$ cat src/design/bps_pkg.sv
package bps_pkg;

    // Limits and number formats of the block.
    localparam int MAX_PATCH_SIDE = 16;
    localparam int MAX_SUBDIV     = 2;
    localparam int COORD_BITS     = 16;
    localparam int SPAN           = 3;

    localparam int INDEX_BITS   = 14;
    localparam int COLS_BITS    = 5;
    localparam int SUBDIV_BITS  = 2;
    localparam int PATCH_BITS   = 4;
    localparam int STEP_BITS    = 3;   // holds 0..SPAN*MAX_SUBDIV
    localparam int WEIGHT_BITS  = 6;   // holds up to (SPAN*MAX_SUBDIV)**2
    localparam int SHIFT_BITS   = 2;

    // Configuration port.
    localparam int CFG_INDEX_BITS = 2;
    localparam int CFG_DATA_BITS  = 5;
    localparam logic [CFG_INDEX_BITS-1:0] CFG_PATCH_COLUMNS = 2'd0;
    localparam logic [CFG_INDEX_BITS-1:0] CFG_SUBDIV_ACROSS = 2'd1;
    localparam logic [CFG_INDEX_BITS-1:0] CFG_SUBDIV_DOWN   = 2'd2;

    // Blend arithmetic. The rounded quotient floor((2n+d)/(2d)) with
    // 2d = 9 * 2**k is a floor shift by k followed by a floor divide by 9.
    // The divide by 9 runs on a value lifted positive by 9 * 2**18 and uses
    // a reciprocal multiply; the lift falls out of the low coordinate bits.
    localparam int PROD_BITS  = COORD_BITS + WEIGHT_BITS + 1;
    localparam int SUM_BITS   = PROD_BITS + 2;
    localparam int MID_BITS   = SUM_BITS + 2;
    localparam int LIFT_BITS  = 22;
    localparam int RECIP_SHIFT = 25;
    localparam logic [LIFT_BITS-1:0] LIFT_OFFSET = 22'd2359296;   // 9 * 2**18
    localparam logic [LIFT_BITS-1:0] RECIP_NINE  = 22'd3728271;   // ceil(2**25 / 9)

    typedef struct packed {
        logic [PATCH_BITS-1:0]        patch_row;
        logic [PATCH_BITS-1:0]        patch_col;
        logic signed [COORD_BITS-1:0] top_left_x;
        logic signed [COORD_BITS-1:0] top_left_y;
        logic signed [COORD_BITS-1:0] top_right_x;
        logic signed [COORD_BITS-1:0] top_right_y;
        logic signed [COORD_BITS-1:0] bottom_left_x;
        logic signed [COORD_BITS-1:0] bottom_left_y;
        logic signed [COORD_BITS-1:0] bottom_right_x;
        logic signed [COORD_BITS-1:0] bottom_right_y;
    } bps_in_t;

    typedef struct packed {
        logic signed [COORD_BITS-1:0] point_x;
        logic signed [COORD_BITS-1:0] point_y;
        logic [INDEX_BITS-1:0]        point_index;
        logic                         last_point;
    } bps_out_t;

    // Corner weights of one point plus the divisor controls.
    typedef struct packed {
        logic [WEIGHT_BITS-1:0] w_tl;
        logic [WEIGHT_BITS-1:0] w_tr;
        logic [WEIGHT_BITS-1:0] w_bl;
        logic [WEIGHT_BITS-1:0] w_br;
        logic [WEIGHT_BITS-1:0] dsum;
        logic [SHIFT_BITS-1:0]  shift;
    } bps_weights_t;

    // Side data that travels alongside the blend pipeline.
    typedef struct packed {
        logic [INDEX_BITS-1:0] point_index;
        logic                  last_point;
    } bps_meta_t;

endpackage

$ cat src/design/bps_blend.sv
module bps_blend
(
    input  logic                                  clk,
    input  logic                                  en,
    input  bps_pkg::bps_weights_t                 weights,
    input  logic signed [bps_pkg::COORD_BITS-1:0] tl,
    input  logic signed [bps_pkg::COORD_BITS-1:0] tr,
    input  logic signed [bps_pkg::COORD_BITS-1:0] bl,
    input  logic signed [bps_pkg::COORD_BITS-1:0] br,
    output logic [bps_pkg::COORD_BITS-1:0]        result
);
    import bps_pkg::*;

    logic signed [PROD_BITS-1:0] p_tl_reg, p_tr_reg, p_bl_reg, p_br_reg;
    logic signed [PROD_BITS-1:0] p_tl_next, p_tr_next, p_bl_next, p_br_next;
    logic [WEIGHT_BITS-1:0]      dsum_reg;
    logic [SHIFT_BITS-1:0]       shift_reg;

    logic signed [SUM_BITS-1:0]  n_sum;
    logic signed [MID_BITS-1:0]  m_val;
    logic signed [MID_BITS-1:0]  v_val;
    logic [LIFT_BITS-1:0]        lift_reg, lift_next;

    logic [2*LIFT_BITS-1:0]      quot_reg, quot_next;

    // Stage A: the four weighted corners.
    assign p_tl_next = tl * $signed({1'b0, weights.w_tl});
    assign p_tr_next = tr * $signed({1'b0, weights.w_tr});
    assign p_bl_next = bl * $signed({1'b0, weights.w_bl});
    assign p_br_next = br * $signed({1'b0, weights.w_br});

    // Stage B: sum, add half the divisor, floor shift and lift positive.
    always_comb
    begin
        n_sum = SUM_BITS'(p_tl_reg) + SUM_BITS'(p_tr_reg)
              + SUM_BITS'(p_bl_reg) + SUM_BITS'(p_br_reg);
        m_val = {n_sum[SUM_BITS-1], n_sum, 1'b0}
              + {{(MID_BITS-WEIGHT_BITS){1'b0}}, dsum_reg};
        v_val = m_val >>> shift_reg;
        lift_next = v_val[LIFT_BITS-1:0] + LIFT_OFFSET;
    end

    // Stage C: divide by nine through the reciprocal.
    assign quot_next = lift_reg * RECIP_NINE;
    assign result = quot_reg[RECIP_SHIFT +: COORD_BITS];

    always_ff @(posedge clk)
    begin
        if (en)
        begin
            p_tl_reg  <= p_tl_next;
            p_tr_reg  <= p_tr_next;
            p_bl_reg  <= p_bl_next;
            p_br_reg  <= p_br_next;
            dsum_reg  <= weights.dsum;
            shift_reg <= weights.shift;
            lift_reg  <= lift_next;
            quot_reg  <= quot_next;
        end
    end

endmodule

$ cat src/design/bilinear_patch_subdivider.sv
// A patch's first point goes through stage 1 and the blend stages to the output register.
// Throughput: one point per cycle unless the output stalls; the point sequencer gives a patch
// (3*subdiv_down+1)*(3*subdiv_across+1) points (16, 28 or 49), and the next patch is taken
// on the cycle its predecessor's last point enters the pipeline, so patches follow with no gap.
// Reset (rst_n, asynchronous, active low) empties the pipeline and sets all three
// configuration registers to 1.
module bilinear_patch_subdivider
(
    input  logic                                  clk,
    input  logic                                  rst_n,

    input  logic                                  in_valid,
    output logic                                  in_ready,
    input  bps_pkg::bps_in_t                      in_data,

    output logic                                  out_valid,
    input  logic                                  out_ready,
    output bps_pkg::bps_out_t                     out_data,

    input  logic                                  cfg_we,
    input  logic [bps_pkg::CFG_INDEX_BITS-1:0]    cfg_index,
    input  logic [bps_pkg::CFG_DATA_BITS-1:0]     cfg_data
);
    import bps_pkg::*;

    // Configuration registers, kept as written; clamping happens on use.
    logic [COLS_BITS-1:0]   patch_columns_reg;
    logic [SUBDIV_BITS-1:0] subdiv_across_reg;
    logic [SUBDIV_BITS-1:0] subdiv_down_reg;

    // Effective grid geometry. A factor of zero acts as one and anything
    // above two acts as two, so the upper bit alone selects the factor.
    logic                   across_two;
    logic                   down_two;
    logic [STEP_BITS-1:0]   nx;
    logic [STEP_BITS-1:0]   ny;
    logic [COLS_BITS-1:0]   cols;
    logic [7:0]             cols_nx;
    logic [6:0]             grid_width;
    logic [WEIGHT_BITS-1:0] dsum;
    logic [SHIFT_BITS-1:0]  shift;

    // Pipeline advance: every stage moves when the output register is free.
    logic en;

    // Stage 0: the patch being swept and its point counters.
    logic                 hold_valid_reg, hold_valid_next;
    bps_in_t              patch_reg, patch_next;
    logic [STEP_BITS-1:0] y_reg, y_next;
    logic [STEP_BITS-1:0] x_reg, x_next;
    logic                 seq_last;
    logic                 in_fire;

    // Stage 1: weights, index and corners of one point.
    logic         s1_valid_reg;
    bps_meta_t    s1_meta_reg, s1_meta_next;
    bps_weights_t s1_w_reg, s1_w_next;
    bps_in_t      s1_patch_reg;

    logic [STEP_BITS-1:0] ry, rx;
    logic [6:0]           row_idx;
    logic [6:0]           col_idx;
    logic [14:0]          index_full;

    // Stages 2 to 4 run inside the blend units; side data keeps pace here.
    logic      pipe_valid_reg [3];
    bps_meta_t pipe_meta_reg  [3];

    logic [COORD_BITS-1:0] blend_x;
    logic [COORD_BITS-1:0] blend_y;

    logic     out_valid_reg;
    bps_out_t out_data_reg;

    // ------------------------------------------------------------------
    // Configuration writes. Indexes past the register list are ignored.
    // ------------------------------------------------------------------
    always_ff @(posedge clk or negedge rst_n)
    begin
        if (!rst_n)
        begin
            patch_columns_reg <= COLS_BITS'(1);
            subdiv_across_reg <= SUBDIV_BITS'(1);
            subdiv_down_reg   <= SUBDIV_BITS'(1);
        end
        else if (cfg_we)
        begin
            unique case (cfg_index)
                CFG_PATCH_COLUMNS: patch_columns_reg <= cfg_data;
                CFG_SUBDIV_ACROSS: subdiv_across_reg <= cfg_data[SUBDIV_BITS-1:0];
                CFG_SUBDIV_DOWN:   subdiv_down_reg   <= cfg_data[SUBDIV_BITS-1:0];
                default:           ;
            endcase
        end
    end

    always_comb
    begin
        across_two = subdiv_across_reg[1];
        down_two   = subdiv_down_reg[1];
        nx = across_two ? STEP_BITS'(2 * SPAN) : STEP_BITS'(SPAN);
        ny = down_two   ? STEP_BITS'(2 * SPAN) : STEP_BITS'(SPAN);
        if (patch_columns_reg == '0)
            cols = COLS_BITS'(1);
        else if (patch_columns_reg > COLS_BITS'(MAX_PATCH_SIDE))
            cols = COLS_BITS'(MAX_PATCH_SIDE);
        else
            cols = patch_columns_reg;
        cols_nx    = cols * nx;
        grid_width = cols_nx[6:0] + 7'd1;
        // The divisor nx*ny is 9, 18 or 36; twice it is 9 shifted by 1, 2 or 3.
        dsum  = nx * ny;
        shift = SHIFT_BITS'(1) + SHIFT_BITS'(across_two) + SHIFT_BITS'(down_two);
    end

    assign en = !out_valid_reg || out_ready;

    // ------------------------------------------------------------------
    // Point sequencer: sweeps the held patch row by row, one point a cycle unless stalled.
    // A new patch is taken in the same cycle the last point moves on.
    // ------------------------------------------------------------------
    assign seq_last = (y_reg == ny) && (x_reg == nx);
    assign in_ready = !hold_valid_reg || (en && seq_last);
    assign in_fire  = in_valid && in_ready;

    always_comb
    begin
        hold_valid_next = hold_valid_reg;
        patch_next      = patch_reg;
        y_next          = y_reg;
        x_next          = x_reg;
        if (hold_valid_reg && en)
        begin
            if (x_reg == nx)
            begin
                x_next = '0;
                y_next = y_reg + STEP_BITS'(1);
            end
            else
            begin
                x_next = x_reg + STEP_BITS'(1);
            end
            if (seq_last)
                hold_valid_next = 1'b0;
        end
        if (in_fire)
        begin
            hold_valid_next = 1'b1;
            patch_next      = in_data;
            y_next          = '0;
            x_next          = '0;
        end
    end

    always_ff @(posedge clk or negedge rst_n)
    begin
        if (!rst_n)
            hold_valid_reg <= 1'b0;
        else
            hold_valid_reg <= hold_valid_next;
    end

    always_ff @(posedge clk)
    begin
        patch_reg <= patch_next;
        y_reg     <= y_next;
        x_reg     <= x_next;
    end

    // ------------------------------------------------------------------
    // Stage 1: corner weights and the point's index in the fine grid.
    // ------------------------------------------------------------------
    always_comb
    begin
        ry = ny - y_reg;
        rx = nx - x_reg;
        s1_w_next.w_tl  = ry * rx;
        s1_w_next.w_tr  = ry * x_reg;
        s1_w_next.w_bl  = y_reg * rx;
        s1_w_next.w_br  = y_reg * x_reg;
        s1_w_next.dsum  = dsum;
        s1_w_next.shift = shift;

        row_idx    = patch_reg.patch_row * ny + 7'(y_reg);
        col_idx    = patch_reg.patch_col * nx + 7'(x_reg);
        index_full = row_idx * grid_width + 15'(col_idx);

        s1_meta_next.point_index = index_full[INDEX_BITS-1:0];
        s1_meta_next.last_point  = seq_last;
    end

    always_ff @(posedge clk or negedge rst_n)
    begin
        if (!rst_n)
        begin
            s1_valid_reg <= 1'b0;
            for (int i = 0; i < 3; i++)
                pipe_valid_reg[i] <= 1'b0;
            out_valid_reg <= 1'b0;
        end
        else if (en)
        begin
            s1_valid_reg      <= hold_valid_reg;
            pipe_valid_reg[0] <= s1_valid_reg;
            pipe_valid_reg[1] <= pipe_valid_reg[0];
            pipe_valid_reg[2] <= pipe_valid_reg[1];
            out_valid_reg     <= pipe_valid_reg[2];
        end
    end

    always_ff @(posedge clk)
    begin
        if (en)
        begin
            s1_meta_reg      <= s1_meta_next;
            s1_w_reg         <= s1_w_next;
            s1_patch_reg     <= patch_reg;
            pipe_meta_reg[0] <= s1_meta_reg;
            pipe_meta_reg[1] <= pipe_meta_reg[0];
            pipe_meta_reg[2] <= pipe_meta_reg[1];
            out_data_reg.point_x     <= blend_x;
            out_data_reg.point_y     <= blend_y;
            out_data_reg.point_index <= pipe_meta_reg[2].point_index;
            out_data_reg.last_point  <= pipe_meta_reg[2].last_point;
        end
    end

    // ------------------------------------------------------------------
    // Stages 2 to 4: one blend unit per coordinate.
    // ------------------------------------------------------------------
    bps_blend u_blend_x
    (
        .clk     (clk),
        .en      (en),
        .weights (s1_w_reg),
        .tl      (s1_patch_reg.top_left_x),
        .tr      (s1_patch_reg.top_right_x),
        .bl      (s1_patch_reg.bottom_left_x),
        .br      (s1_patch_reg.bottom_right_x),
        .result  (blend_x)
    );

    bps_blend u_blend_y
    (
        .clk     (clk),
        .en      (en),
        .weights (s1_w_reg),
        .tl      (s1_patch_reg.top_left_y),
        .tr      (s1_patch_reg.top_right_y),
        .bl      (s1_patch_reg.bottom_left_y),
        .br      (s1_patch_reg.bottom_right_y),
        .result  (blend_y)
    );

    assign out_valid = out_valid_reg;
    assign out_data  = out_data_reg;

    // ------------------------------------------------------------------
    // Checks on the sequencer and the weight stage.
    // ------------------------------------------------------------------

    // An accepted patch starts its sweep at the top-left point.
    a_start_at_origin: assert property (@(posedge clk) disable iff (!rst_n)
        in_fire |=> hold_valid_reg && y_reg == '0 && x_reg == '0)
        else $error("patch sweep did not start at the origin");

    // A patch is held until its last point has moved on.
    a_hold_until_last: assert property (@(posedge clk) disable iff (!rst_n)
        hold_valid_reg && !(en && seq_last) |=> hold_valid_reg)
        else $error("patch dropped before its last point");

    // The four corner weights always add up to the divisor.
    a_weight_sum: assert property (@(posedge clk) disable iff (!rst_n)
        s1_valid_reg |-> (8'(s1_w_reg.w_tl) + 8'(s1_w_reg.w_tr) + 8'(s1_w_reg.w_bl)
                          + 8'(s1_w_reg.w_br)) == 8'(s1_w_reg.dsum))
        else $error("corner weights do not sum to the divisor");

    // The last point of a patch is the bottom-right corner.
    a_last_is_corner: assert property (@(posedge clk) disable iff (!rst_n)
        s1_valid_reg && s1_meta_reg.last_point |-> s1_w_reg.w_br == s1_w_reg.dsum)
        else $error("last point is not the bottom-right corner");

endmodule

$ cat config.mk
export PLATFORM = sky130hd
export DESIGN_NAME = bilinear_patch_subdivider
export DESIGN_NICKNAME = d
export VERILOG_FILES = /design/src/design/bps_pkg.sv /design/src/design/bps_blend.sv /design/src/design/bilinear_patch_subdivider.sv
export SDC_FILE = /design/constraint.sdc
export NUM_CORES = 2
export LEC_CHECK = 0
export BUFFER_PORTS_ARGS = -buffer_cell sky130_fd_sc_hd__buf_2
export CAP_MARGIN = 5
export CORE_MARGIN = 2
export CORE_UTILIZATION = 40
export DETAILED_ROUTE_END_ITERATION = 10
export SYNTH_ARGS = -nofsm -noshare
export SYNTH_HDL_FRONTEND = slang
export SYNTH_SLANG_ARGS = --single-unit
$ cat constraint.sdc
create_clock -name clk -period 24.3 [get_ports clk]
set_input_delay 1.215 -clock clk [delete_from_list [all_inputs] [get_ports clk]]
set_output_delay 1.215 -clock clk [all_outputs]
set_load 0.01 [all_outputs]
==> impl_metrics.yaml <==
floorplanning:
  core_area_um2: 174000
  die_height_um: 423
  start_util: 0.403
  die_area_um2: 179000
  ios: 197
  fp.dieW_um: 423
  row_count: 153
detailed_routing:
  ant_nets: 0
  num_vias: 43959
  firstDrtPassIters: 5
  viasPerCell: 5.00
  drt_wl_total_um: 160000
  drc_errors: 0
  drt-initial-drc-count: 2505
  routedWlPerCell_um: 18.2
worst_setup_path:
  r2r_end: "s1_meta_reg[14]"
  arrival_ns: 7.73
  r2r-start: "subdiv_across_reg[1]"
  worst_ep_required_time_ns: 24.75
  path_max_fanout: 19
  endpoint_kind: "flip-flop"
  startpoint_type: "flip-flop"
  reg2reg_depth: 27
  reg2reg_slack_ns: 17.03
  critPathKind: "reg -> reg"
clocking:
  cts_tree: "yes"
  clk_latency_ns: 0.73
  clock-sinks: 684
  cts_max_level: 3
  root_buffer: "clkbuf_16"
  holdBufCountCts: 0
  cts_setup_buffers: 0
  cts_buffers: 84
  path_clk_slew_ns: 0.06
  cts_buffer_depth: 3
  post_cts_resized: 0
grt:
  grt_max_degree: 156
  grt_pass1_vias: 46711
  grt_util_all_layers: 0.183
  grt_overflow: 0
  grt_pass1_wl_um: 257000
  antenna_found_initial: 1
synthesis:
  ys_top_cells_by_area: "edfxtp_1 (28%), fa_1 (27%), ha_1 (15%), inv_1 (5.5%), and2_1 (4.5%)"
  yosys.area.top_type: "edfxtp_1"
  ys_ff_latch: 684
  synthFlopType: "edfxtp_1"
  synth_cell_types: 94
  async_reset_ff_frac: 0.0190
  ys_seq_area_frac: 0.291
  netlist_area_um2: 70100
  netlist_instances: 6203
  synth_edf_count: 665
  syn_nets: 8158
  syn_avg_cell_area_um2: 11.3
  synth_top_cell_area_share: 0.285
  yosysWarnings: 0
timing:
  slew_headroom: 0.229
  skew_ns: 0.0556
  min_period_over_period: 0.299
  rsz0062_at_grt: "false"
  finalHoldViolations: 0
  fmax_ghz: 0.137
  tns_ns: 0
  worst_pin_slew_ns: 1.16
  slew_viol_final: 0
  setup_violations: 0
  fin_crit_ns: 7.27
finish:
  diodes: 0
  syn2layout_area_growth_pct: 9.38
  largest_reg_flops: 136
  drive_gt1_frac: 0.0668
  layout.nets: 8350
  fillers: 16162
  fin_util: 0.441
placed_design:
  dp_hpwl_um: 130000
  gp_congestion: 0.908
  numPortBuffers: 196
run_status:
  status: "finished clean"
min_path:
  hold_class: "in -> async"
flow_run:
  maxCapViolCount: 0
-- synth_stat cells, drive strengths merged (11+ instances only) --
library cell / instances
a21o: 92
xnor2: 236
o21a: 27
xor2: 78
nand2b: 29
edfxtp: 665
o21bai: 51
nand3: 59
mux2i: 32
nand4: 23
o211ai: 11
mux2: 14
dfrtp: 12
fa: 959
a31oi: 36
and3: 32
nand2: 434
inv: 1023
or2: 21
o21ai: 116
and2: 503
nor2: 222
ha: 848
buf: 11
nor3: 72
a21oi: 217
a211oi: 32
clkbuf: 114
nor2b: 47
-- cells by family (layout without fill, tap and decap cells) --
logic type,after synthesis,in the layout,synth area share
mux,48,48,0.00746
fa+ha+maj,1807,1807,0.425
simple gates,1492,1492,0.109
xor+xnor,314,314,0.0392
compound gates,709,709,0.0664
buf+inv,1149,1411,0.0617
flops,684,684,0.291
-- critical path, stage by stage (launching register included) --
cell and delay, ns:
dfrtp_1 0.72, inv_1 0.28, or2_2 0.37, fa_1 0.51, inv_1 0.04, ha_1 0.33, a21oi_1 0.31, o21bai_1 0.10
a21oi_1 0.17, xnor2_1 0.19, or2_2 0.34, fa_1 0.45, fa_1 0.49, inv_1 0.05, fa_1 0.47, inv_1 0.05
fa_1 0.47, inv_1 0.04, ha_1 0.30, a21oi_1 0.22, o21bai_1 0.09, a21oi_1 0.25, nor2b_1 0.08, o21a_1 0.19
o21ai_0 0.15, nand2b_1 0.08, a21oi_1 0.17, xnor2_1 0.08
-- stage by stage --
step	hold WS, ns	worst slack [ns]	area [µm²]	instances
floorplan	0.400	2.50	70100	6203
global placement	0.401	17.08	73800	8634
detailed placement	0.405	17.04	73800	8634
CTS	0.323	17.01	76700	8790
global route	0.362	16.56	76700	8790
finish	0.367	17.03	76700	8790
-- area by class of cell --
| type | count | area (µm²) | area share |
|---|---|---|---|
| Sequential cell | 684 | 20400 | 0.266 |
| Clock inverter | 57 | 676 | 0.00881 |
| Clock buffer | 99 | 2210 | 0.0288 |
| Tap cell | 2325 | 2910 | 0.0379 |
| Inverter | 1024 | 3840 | 0.0501 |
| Timing Repair Buffer | 231 | 1260 | 0.0164 |
| Multi-Input combinational cell | 4370 | 45400 | 0.592 |
-- placed cells by master, fill, tap and decap left out, drive strengths merged, types with 12 or more instances in the layout --
cell and n:
o21a 27, o21bai 51, fa 959, a211oi 32, dfrtp 12, inv 1033
nor3 72, or2 21, nand2 434, xor2 78, clkinv 36, clkbuf 99
ha 848, a21oi 217, a21o 92, xnor2 236, o21ai 116, and3 32
and2 503, nor2b 47, buf 231, nand4 23, nand3 59, mux2 14
nand2b 29, a31oi 36, mux2i 32, nor2 222, edfxtp 665
-- how the worst max path moves through the flow --
stage | from | endpoint | slack (ns) | depth (start not counted)
6_report | subdiv_across_reg[1] | s1_meta_reg[14] | 17.03 | 27
5_1_grt | subdiv_across_reg[1] | s1_meta_reg[14] | 16.56 | 27
4_1_cts | subdiv_across_reg[1] | s1_meta_reg[14] | 17.01 | 27
3_5_place_dp | subdiv_across_reg[1] | s1_meta_reg[14] | 17.04 | 27
3_3_place_gp | subdiv_across_reg[1] | s1_meta_reg[14] | 17.08 | 27
2_1_floorplan | out_ready | patch_reg[0] | 2.50 | 5
-- per-layer routing --
metal	track usage	vias to the layer above	share of wire
met5	0	-	0
met4	0.0687	0	0.037
met3	0.0268	197	0.047
met2	0.306	795	0.48
met1	0.241	22131	0.43
li1	-	20836	-
Power is not shown: default switching activity piles up to over one toggle a cycle in this logic, so the estimate is an artifact.
